**src/hw/rtl/bcomp_pkg.sv**
```systemverilog
// ----------------------------------------------------------------------------
// bcomp_pkg
// Shared constants and helpers for the barometer compensation block.
// ----------------------------------------------------------------------------
package bcomp_pkg;

  // datapath word width of the shared multiplier and divider
  localparam int unsigned DW = 32;

  // oversampling setting, only the low two bits count
  localparam logic [1:0] OSS = 2'd3;
  localparam int unsigned UP_SHIFT = 8 - OSS;

  // compensation constants
  localparam logic [DW-1:0] C_B6_OFS  = 32'd4000;
  localparam logic [DW-1:0] C_P_MUL1  = 32'd3038;
  localparam logic [DW-1:0] C_P_MUL2  = 32'hFFFF_E343; // -7357
  localparam logic [DW-1:0] C_P_OFS   = 32'd3791;
  localparam logic [DW-1:0] C_B4_OFS  = 32'd32768;
  localparam logic [DW-1:0] C_B7_MUL  = DW'(50000 >> OSS);

  // register indexes
  localparam logic [2:0] REG_AC1 = 3'd0;
  localparam logic [2:0] REG_AC2 = 3'd1;
  localparam logic [2:0] REG_AC3 = 3'd2;
  localparam logic [2:0] REG_AC456 = 3'd3;
  localparam logic [2:0] REG_B1 = 3'd4;
  localparam logic [2:0] REG_B2 = 3'd5;
  localparam logic [2:0] REG_MC = 3'd6;
  localparam logic [2:0] REG_MD = 3'd7;

  // sign extend a 16-bit coefficient to a datapath word
  function automatic logic [DW-1:0] sx16(input logic [15:0] v);
    return {{(DW-16){v[15]}}, v};
  endfunction

endpackage

```
**src/hw/rtl/barometer_compensation.sv**
```systemverilog
// ----------------------------------------------------------------------------
// barometer_compensation
// Integer temperature and pressure compensation of raw barometer readings.
// ----------------------------------------------------------------------------
// One reading is handled at a time. Temperature and pressure readings both
// pass through the 32-step serial divider, unless the divisor is zero, and
// the single shared 32x32 multiplier that a small sequencer steps through
// the compensation terms. A result waits in an output register, and a new
// reading is taken once the sequencer is idle. The stored B5 starts at zero.
module barometer_compensation
  import bcomp_pkg::*;
(
  input  logic               clk,
  input  logic               rst_n,
  input  logic               cfg_we,
  input  logic [2:0]         cfg_index,
  input  logic [47:0]        cfg_wdata,
  input  logic               in_valid,
  output logic               in_ready,
  input  logic               in_command,
  input  logic [23:0]        in_raw_reading,
  output logic               out_valid,
  input  logic               out_ready,
  output logic               out_reading_kind,
  output logic signed [11:0] out_temperature_tenths,
  output logic [17:0]        out_pressure_pascal,
  output logic               out_divide_error
);

  localparam logic [4:0] S_IDLE = 5'd0;
  localparam logic [4:0] S_T0   = 5'd1;
  localparam logic [4:0] S_T1   = 5'd2;
  localparam logic [4:0] S_T2   = 5'd3;
  localparam logic [4:0] S_T3   = 5'd4;
  localparam logic [4:0] S_T4   = 5'd5;
  localparam logic [4:0] S_P0   = 5'd6;
  localparam logic [4:0] S_P1   = 5'd7;
  localparam logic [4:0] S_P2   = 5'd8;
  localparam logic [4:0] S_P3   = 5'd9;
  localparam logic [4:0] S_P4   = 5'd10;
  localparam logic [4:0] S_P5   = 5'd11;
  localparam logic [4:0] S_P6   = 5'd12;
  localparam logic [4:0] S_P7   = 5'd13;
  localparam logic [4:0] S_P8   = 5'd14;
  localparam logic [4:0] S_P9   = 5'd15;
  localparam logic [4:0] S_P10  = 5'd16;
  localparam logic [4:0] S_P11  = 5'd17;
  localparam logic [4:0] S_P12  = 5'd18;
  localparam logic [4:0] S_P13  = 5'd19;
  localparam logic [4:0] S_P14  = 5'd20;
  localparam logic [4:0] S_P15  = 5'd21;
  localparam logic [4:0] S_DONE = 5'd22;

  // calibration registers
  logic [15:0] ac1_r, ac2_r, ac3_r, b1_r, b2_r, mc_r, md_r;
  logic [47:0] ac456_r;

  logic [4:0]     state_r, state_nxt;
  logic           cmd_r;
  logic [23:0]    raw_r;
  logic [DW-1:0]  b5_r, b6_r, sq_r, acc_r, x1_r, x3_r, b3_r, b4_r, b7_r, p_r;
  logic [DW-1:0]  mul_r, opa, opb;
  logic [2*DW-1:0] mul_full;
  logic           neg_r, err_r;
  logic [11:0]    temp_r;
  logic [17:0]    pres_r;
  logic           out_valid_r, out_kind_r, out_err_r;
  logic [11:0]    out_temp_r;
  logic [17:0]    out_pres_r;

  logic           div_start, div_done;
  logic [DW-1:0]  div_num, div_den, div_q;

  logic [15:0]    ac4, ac5, ac6;
  logic [DW-1:0]  x1_t, den_t, num_t, q_s, b5_t, t_t, s_t, sp_t, x2_t, up_w;
  logic [DW-1:0]  p_t;
  logic [16:0]    ut_d;

  assign ac4 = ac456_r[47:32];
  assign ac5 = ac456_r[31:16];
  assign ac6 = ac456_r[15:0];

  // configuration writes
  always_ff @(posedge clk) begin
    if (!rst_n) begin
      ac1_r   <= 16'd408;
      ac2_r   <= 16'hFFB8;
      ac3_r   <= 16'hC7D1;
      ac456_r <= 48'd140623671024241;
      b1_r    <= 16'd6190;
      b2_r    <= 16'd4;
      mc_r    <= 16'hDDF9;
      md_r    <= 16'd2868;
    end else if (cfg_we) begin
      unique case (cfg_index)
        REG_AC1:   ac1_r   <= cfg_wdata[15:0];
        REG_AC2:   ac2_r   <= cfg_wdata[15:0];
        REG_AC3:   ac3_r   <= cfg_wdata[15:0];
        REG_AC456: ac456_r <= cfg_wdata;
        REG_B1:    b1_r    <= cfg_wdata[15:0];
        REG_B2:    b2_r    <= cfg_wdata[15:0];
        REG_MC:    mc_r    <= cfg_wdata[15:0];
        REG_MD:    md_r    <= cfg_wdata[15:0];
        default:   ;
      endcase
    end
  end

  // shared multiplier operand select
  assign ut_d = {1'b0, raw_r[15:0]} - {1'b0, ac6};
  assign up_w = DW'(raw_r >> UP_SHIFT);
  always_comb begin
    opa = '0;
    opb = '0;
    unique case (state_r)
      S_T0: begin
        opa = {{(DW-17){ut_d[16]}}, ut_d};
        opb = {{(DW-16){1'b0}}, ac5};
      end
      S_P1: begin
        opa = b6_r;
        opb = b6_r;
      end
      S_P2: begin
        opa = sx16(ac2_r);
        opb = b6_r;
      end
      S_P3: begin
        opa = sx16(b2_r);
        opb = sq_r;
      end
      S_P4: begin
        opa = sx16(ac3_r);
        opb = b6_r;
      end
      S_P5: begin
        opa = sx16(b1_r);
        opb = sq_r;
      end
      S_P7: begin
        opa = {{(DW-16){1'b0}}, ac4};
        opb = x3_r + C_B4_OFS;
      end
      S_P8: begin
        opa = up_w - b3_r;
        opb = C_B7_MUL;
      end
      S_P11: begin
        opa = DW'($signed(p_r) >>> 8);
        opb = DW'($signed(p_r) >>> 8);
      end
      S_P12: begin
        opa = mul_r;
        opb = C_P_MUL1;
      end
      S_P13: begin
        opa = C_P_MUL2;
        opb = p_r;
      end
      default: ;
    endcase
  end

  assign mul_full = {{DW{1'b0}}, opa} * {{DW{1'b0}}, opb};

  always_ff @(posedge clk) begin
    mul_r <= mul_full[DW-1:0];
  end

  // combinational terms for the sequencer
  assign x1_t  = DW'($signed(mul_r) >>> 15);
  assign den_t = x1_t + sx16(md_r);
  assign num_t = sx16(mc_r) << 11;
  assign q_s   = neg_r ? (~div_q + 1'b1) : div_q;
  assign b5_t  = x1_r + acc_r;
  assign t_t   = ((sx16(ac1_r) << 2) + x3_r) << OSS;
  assign s_t   = t_t + 32'd2;
  assign x2_t  = DW'($signed(mul_r) >>> 16);
  assign sp_t  = DW'($signed(b5_r + 32'd8) >>> 4);
  assign p_t   = p_r + DW'($signed(acc_r) >>> 4);

  // divider operands
  always_comb begin
    div_start = 1'b0;
    div_num   = '0;
    div_den   = '0;
    unique case (state_r)
      S_T1: begin
        div_start = (den_t != '0);
        div_num   = num_t[DW-1] ? (~num_t + 1'b1) : num_t;
        div_den   = den_t[DW-1] ? (~den_t + 1'b1) : den_t;
      end
      S_P9: begin
        div_start = (b4_r != '0);
        div_num   = mul_r[DW-1] ? mul_r : (mul_r << 1);
        div_den   = b4_r;
      end
      default: ;
    endcase
  end

  bcomp_div u_div (
    .clk   (clk),
    .rst_n (rst_n),
    .start (div_start),
    .num   (div_num),
    .den   (div_den),
    .done  (div_done),
    .quot  (div_q)
  );

  // sequencer next state
  always_comb begin
    state_nxt = state_r;
    unique case (state_r)
      S_IDLE: if (in_valid) state_nxt = in_command ? S_P0 : S_T0;
      S_T0:   state_nxt = S_T1;
      S_T1:   state_nxt = (den_t == '0) ? S_DONE : S_T2;
      S_T2:   if (div_done) state_nxt = S_T3;
      S_T3:   state_nxt = S_T4;
      S_T4:   state_nxt = S_DONE;
      S_P0:   state_nxt = S_P1;
      S_P1:   state_nxt = S_P2;
      S_P2:   state_nxt = S_P3;
      S_P3:   state_nxt = S_P4;
      S_P4:   state_nxt = S_P5;
      S_P5:   state_nxt = S_P6;
      S_P6:   state_nxt = S_P7;
      S_P7:   state_nxt = S_P8;
      S_P8:   state_nxt = S_P9;
      S_P9:   state_nxt = (b4_r == '0) ? S_DONE : S_P10;
      S_P10:  if (div_done) state_nxt = S_P11;
      S_P11:  state_nxt = S_P12;
      S_P12:  state_nxt = S_P13;
      S_P13:  state_nxt = S_P14;
      S_P14:  state_nxt = S_P15;
      S_P15:  state_nxt = S_DONE;
      S_DONE: if (!out_valid_r || out_ready) state_nxt = S_IDLE;
      default: state_nxt = S_IDLE;
    endcase
  end

  // control registers
  always_ff @(posedge clk) begin
    if (!rst_n) begin
      state_r     <= S_IDLE;
      b5_r        <= '0;
      out_valid_r <= 1'b0;
    end else begin
      state_r <= state_nxt;
      if (state_r == S_T3) b5_r <= b5_t;
      if (state_r == S_DONE && (!out_valid_r || out_ready)) out_valid_r <= 1'b1;
      else if (out_ready) out_valid_r <= 1'b0;
    end
  end

  // datapath registers
  always_ff @(posedge clk) begin
    unique case (state_r)
      S_IDLE: begin
        cmd_r  <= in_command;
        raw_r  <= in_raw_reading;
        err_r  <= 1'b0;
        temp_r <= '0;
        pres_r <= '0;
      end
      S_T1: begin
        x1_r  <= x1_t;
        neg_r <= num_t[DW-1] ^ den_t[DW-1];
        if (den_t == '0) err_r <= 1'b1;
      end
      S_T2: if (div_done) acc_r <= q_s;
      S_T4: begin
        // saturate to the 12-bit field
        if ($signed(sp_t) > 32'sd2047) temp_r <= 12'h7FF;
        else if ($signed(sp_t) < -32'sd2048) temp_r <= 12'h800;
        else temp_r <= sp_t[11:0];
      end
      S_P0: b6_r <= b5_r - C_B6_OFS;
      S_P2: sq_r <= DW'($signed(mul_r) >>> 12);
      S_P3: acc_r <= DW'($signed(mul_r) >>> 11);
      S_P4: x3_r <= DW'($signed(mul_r) >>> 11) + acc_r;
      S_P5: begin
        acc_r <= DW'($signed(mul_r) >>> 13);
        // signed divide by four, truncating toward zero
        b3_r  <= s_t[DW-1] ? DW'($signed(s_t + 32'd3) >>> 2) : DW'($signed(s_t) >>> 2);
      end
      S_P6: x3_r <= DW'($signed(acc_r + x2_t + 32'd2) >>> 2);
      S_P8: b4_r <= mul_r >> 15;
      S_P9: begin
        b7_r <= mul_r;
        if (b4_r == '0) err_r <= 1'b1;
      end
      S_P10: if (div_done) p_r <= b7_r[DW-1] ? (div_q << 1) : div_q;
      S_P13: acc_r <= x2_t;
      S_P14: acc_r <= acc_r + x2_t + C_P_OFS;
      S_P15: begin
        if (p_t[DW-1]) pres_r <= '0;
        else if (p_t > 32'd262143) pres_r <= 18'h3FFFF;
        else pres_r <= p_t[17:0];
      end
      default: ;
    endcase
  end

  // result register
  always_ff @(posedge clk) begin
    if (state_r == S_DONE && (!out_valid_r || out_ready)) begin
      out_kind_r <= cmd_r;
      out_temp_r <= temp_r;
      out_pres_r <= pres_r;
      out_err_r  <= err_r;
    end
  end

  assign in_ready               = (state_r == S_IDLE);
  assign out_valid              = out_valid_r;
  assign out_reading_kind       = out_kind_r;
  assign out_temperature_tenths = out_temp_r;
  assign out_pressure_pascal    = out_pres_r;
  assign out_divide_error       = out_err_r;

endmodule

```
**src/hw/rtl/bcomp_div.sv**
```systemverilog
// ----------------------------------------------------------------------------
// bcomp_div
// Unsigned restoring divider, one quotient bit per cycle.
// ----------------------------------------------------------------------------
module bcomp_div
  import bcomp_pkg::*;
(
  input  logic          clk,
  input  logic          rst_n,
  input  logic          start,
  input  logic [DW-1:0] num,
  input  logic [DW-1:0] den,
  output logic          done,
  output logic [DW-1:0] quot
);

  logic [DW-1:0]         rem_r, quo_r, den_r;
  logic [$clog2(DW)-1:0] cnt_r;
  logic                  busy_r, done_r;
  logic [DW:0]           sh;
  logic [DW+1:0]         diff;

  // trial subtract of the shifted remainder
  assign sh   = {rem_r, quo_r[DW-1]};
  assign diff = {1'b0, sh} - {2'b00, den_r};

  // control
  always_ff @(posedge clk) begin
    if (!rst_n) begin
      busy_r <= 1'b0;
      done_r <= 1'b0;
      cnt_r  <= '0;
    end else begin
      done_r <= 1'b0;
      if (start) begin
        busy_r <= 1'b1;
        cnt_r  <= '0;
      end else if (busy_r) begin
        cnt_r <= cnt_r + 1'b1;
        if (cnt_r == $clog2(DW)'(DW - 1)) begin
          busy_r <= 1'b0;
          done_r <= 1'b1;
        end
      end
    end
  end

  // datapath
  always_ff @(posedge clk) begin
    if (start) begin
      rem_r <= '0;
      quo_r <= num;
      den_r <= den;
    end else if (busy_r) begin
      if (!diff[DW+1]) begin
        rem_r <= diff[DW-1:0];
        quo_r <= {quo_r[DW-2:0], 1'b1};
      end else begin
        rem_r <= sh[DW-1:0];
        quo_r <= {quo_r[DW-2:0], 1'b0};
      end
    end
  end

  assign done = done_r;
  assign quot = quo_r;

endmodule
```
**config.mk**
```make
export PLATFORM = sky130hd
export DESIGN_NAME = barometer_compensation
export DESIGN_NICKNAME = d
export VERILOG_FILES = /design/src/hw/rtl/bcomp_pkg.sv /design/src/hw/rtl/barometer_compensation.sv /design/src/hw/rtl/bcomp_div.sv
export SDC_FILE = /design/constraint.sdc
export NUM_CORES = 2
export LEC_CHECK = 0
export BUFFER_PORTS_ARGS = -buffer_cell sky130_fd_sc_hd__buf_2
export CAP_MARGIN = 20
export CELL_PAD_IN_SITES_DETAIL_PLACEMENT = 2
export CELL_PAD_IN_SITES_GLOBAL_PLACEMENT = 2
export CORE_UTILIZATION = 37
export CTS_CLUSTER_DIAMETER = 60
export DETAILED_ROUTE_END_ITERATION = 8
export GPL_ROUTABILITY_DRIVEN = 0
export MAX_ROUTING_LAYER = met4
export PLACE_DENSITY_LB_ADDON = 0.05
export SYNTH_ARGS = -nofsm -noshare
export SYNTH_HDL_FRONTEND = slang
export SYNTH_SLANG_ARGS = --single-unit
export TNS_END_PERCENT = 10
```
**constraint.sdc**
```tcl
create_clock -name clk -period 10.2 [get_ports clk]
set_clock_uncertainty 0.1 [all_clocks]
set_input_delay 1.02 -clock clk [delete_from_list [all_inputs] [get_ports clk]]
set_output_delay 1.02 -clock clk [all_outputs]
set_load 0.02 [all_outputs]
```
==> impl_results.md <==
- Worst-skew pair later-pin latency: 0.76 ns
- Die H: 390 um
- Worst relative slew slack: 11.9%
- Top cell type by total area after synthesis: edfxtp_1
- Mean Syn Cell Area: 8.85 sq um
- Top delay family on crit path: adder cells
- NumNets Final: 7701
- Netlist Area Pre-Place: 55700 sq um
- Post-synth top flop: edfxtp_1
- Reg clk slew, reported paths: 0.06 ns
- Wire length per cell: 29.8 um
- Largest net degree at the start of global routing: 67
- FF-to-FF setup slack: -0.48 ns
- CTS Hold Buffers Added: 0
- Synth top area cells: edfxtp_1 20%, fa_1 15%, dfxtp_1 9.7%
- Initial Util: 37.3%
- First drt pass iteration count: 7
- Post-route DRC: 0
- Period Utilization, post-route: 105%
- Proportion of layout cells with a drive suffix above 1: 16.2%
- Most frequent cells in the layout: 935 x nand2_1, 699 x inv_1, 569 x buf_4, 489 x nor2_1, 409 x fa_1
- Yosys warning total: 0
- Unique masters post-synth: 102
- CP most frequent cell: fa_1
- Die Area: 152000 sq um
- Crit path time final: 10.68 ns
- Final instance area: 66800 sq um
- Slowest stage cell on the critical path: fa_1
- Logic depth of the worst path, buffers included: 46
- Max clock buf depth: 3
- Synth async-reset ratio: 0%
- Post-synth top area share: 19.7%
- Hold Path End: out_temperature_tenths[4]
- PortBufs: 114
- Register area share after synthesis: 29.4%
- CTS root buffer: clkbuf_16
- Clock sink count: 635
- Depth of the CTS H-tree: 3
- Die X: 390 um
- PD cells: 242 nW/um^2
- Failing checks: negative setup slack
- Worst path buffer plus inverter count: 13
- Max incr delay on CP: 0.58 ns
- Unrepaired setup endpoints after global routing: true
- Overall Power: 16100 uW
- GRT Total Usage: 35.8%
- CP Launch Type: flop
- Highest clock rate: 93.6 MHz
- Fin. Hold Viols: 0
- Filler Cells Inserted: 16480
- Reg-to-reg critical path endpoint: mul_r[31]
- Post-synth EDFFs: 366
- Max_cap viols: 0
- Commonest non-fill, non-tap cell in the layout: nand2_1
- Largest register FFs: 48
- Vias per cell: 5.81
- Tightest Pin Transition: 1.31 ns
- Area after DPL: 62900 sq um
- Layout area overhead: 19.8%
- Worst hold path type: reg -> reg
- Global-route wire length before repair: 388000 um
- Setup CP Type: reg -> reg
- Final WS setup: -0.484 ns
- Initial antenna violation count: 22
- DRT iter0 DRCs: 4025
- Hold Path Origin: temp_r[4]
- # setup viols final: 3
- WP data arrival: 11.16 ns
- Worst-path fanout max: 4
- Required @ worst endpoint: 10.68 ns
- Largest Register: ac456_r
- CTS Buf Count: 95
- Ports: 115
- FF-to-FF Start: raw_r[0]
- TritonCTS clock tree: built
- Site Rows: 142
- Hold path cells: 0
- Vias: 51989
- Leakage: 0.0287 uW
- Core Area: 150000 sq um
- Remaining global-route overflow: 0
- Syn Inst Count: 6300
- Peak supply drop: 0.000136 V
- Worst hold slack: 0.320 ns
- Antenna Nets Post-Route: 0
- Final Max Slew Viols: 0
- Synthesis-stage register bit count: 635
- Worst setup EP type: flop
- Status: finished, violations left
- Worst r2r path cells: 46
- Total wire length: 267000 um
- DP Wirelength: 213000 um
- Number of global-route vias before repair: 56457
==> stage by stage <==
stage / utilization (%) / std cells / worst slack [ns] / TNS [ns]
5_1_grt: 44.6 / 8953 / -0.843 / -2.39
6_report: 44.6 / 8955 / -0.484 / -0.939
2_1_floorplan: - / 6313 / 0.000506 / 0
4_1_cts: 44.4 / 8931 / -0.521 / -0.825
3_5_place_dp: 42.1 / 8744 / -1.06 / -1.44
3_3_place_gp: 42.0 / 8739 / -0.859 / -0.860
==> final cells by class <==
class                      instances  area [sq um]  share of cell area, %
tap                             2016          2520                   3.78
antenna                           13          32.5                 0.0487
sequential                       635         16400                   24.5
inverter                         706          2660                   3.98
multi-input combinational       4679         36200                   54.3
clock buffer                     114          2500                   3.74
timing repair buffer             727          5720                   8.57
clock inverter                    65           727                   1.09
==> where the power goes <==
group          switching (uW)  internal (uW)  total, uW
clock network            1450           1990       3440
logic                    5420           3440       8860
registers                 482           3360       3840
total                    7350           8790      16100
==> metal layers <==
layer	vias to the layer above	routed length [um]	global-route usage, %
li1	22593	-	-
met1	27113	113000	44.9
met2	1747	126000	58.1
met3	536	15500	4.88
met4	0	13000	14.8
met5	-	0	-
==> worst register-to-register path: cells and delay by family, from the launching register on <==
family,cells,cell delay (ns)
buf+inv,13,1.25
flops,1,0.32
simple gates,7,0.86
compound gates,10,2.02
xor+xnor,5,0.99
fa+ha+maj,11,4.98
==> cell usage after synthesis (all sizes together), types with 98 or more instances <==
master / n
nand2: 944
inv: 706
nor2: 503
fa: 417
edfxtp: 366
ha: 359
a21oi: 329
dfxtp: 269
xnor2: 260
o21ai: 256
clkbuf: 247
nand3: 171
xor2: 150
nor3: 98
==> worst max path at each step <==
| stage | startpoint | endpoint |
|---|---|---|
| 6_report | raw_r[0] | mul_r[31] |
| 2_1_floorplan | raw_r[0] | mul_r[31] |
| 3_5_place_dp | raw_r[5] | mul_r[31] |
| 5_1_grt | b3_r[1] | mul_r[31] |
| 4_1_cts | b3_r[1] | mul_r[31] |
| 3_3_place_gp | raw_r[5] | mul_r[31] |
==> what timing repair did <==
item / in CTS / in global routing
gates resized for setup: 33 / 52
buffers inserted: 8 / 10
cloned: 0 / 0
pin swaps: 41 / 35
endpoints found under the hold margin: 0 / 0
endpoints found under the setup margin: 5 / 9
==> kinds of logic after synthesis <==
logic type	share of synthesized area, %
flip-flops	29.4
AO/OA/AOI/OAI	14.8
multiplexers	2.13
AND/OR/NAND/NOR	17.1
XOR/XNOR	6.73
buffers and inverters	6.86
adder cells (fa/ha/maj)	23.1
other	0.00673
(Power assumes the default switching activity.)
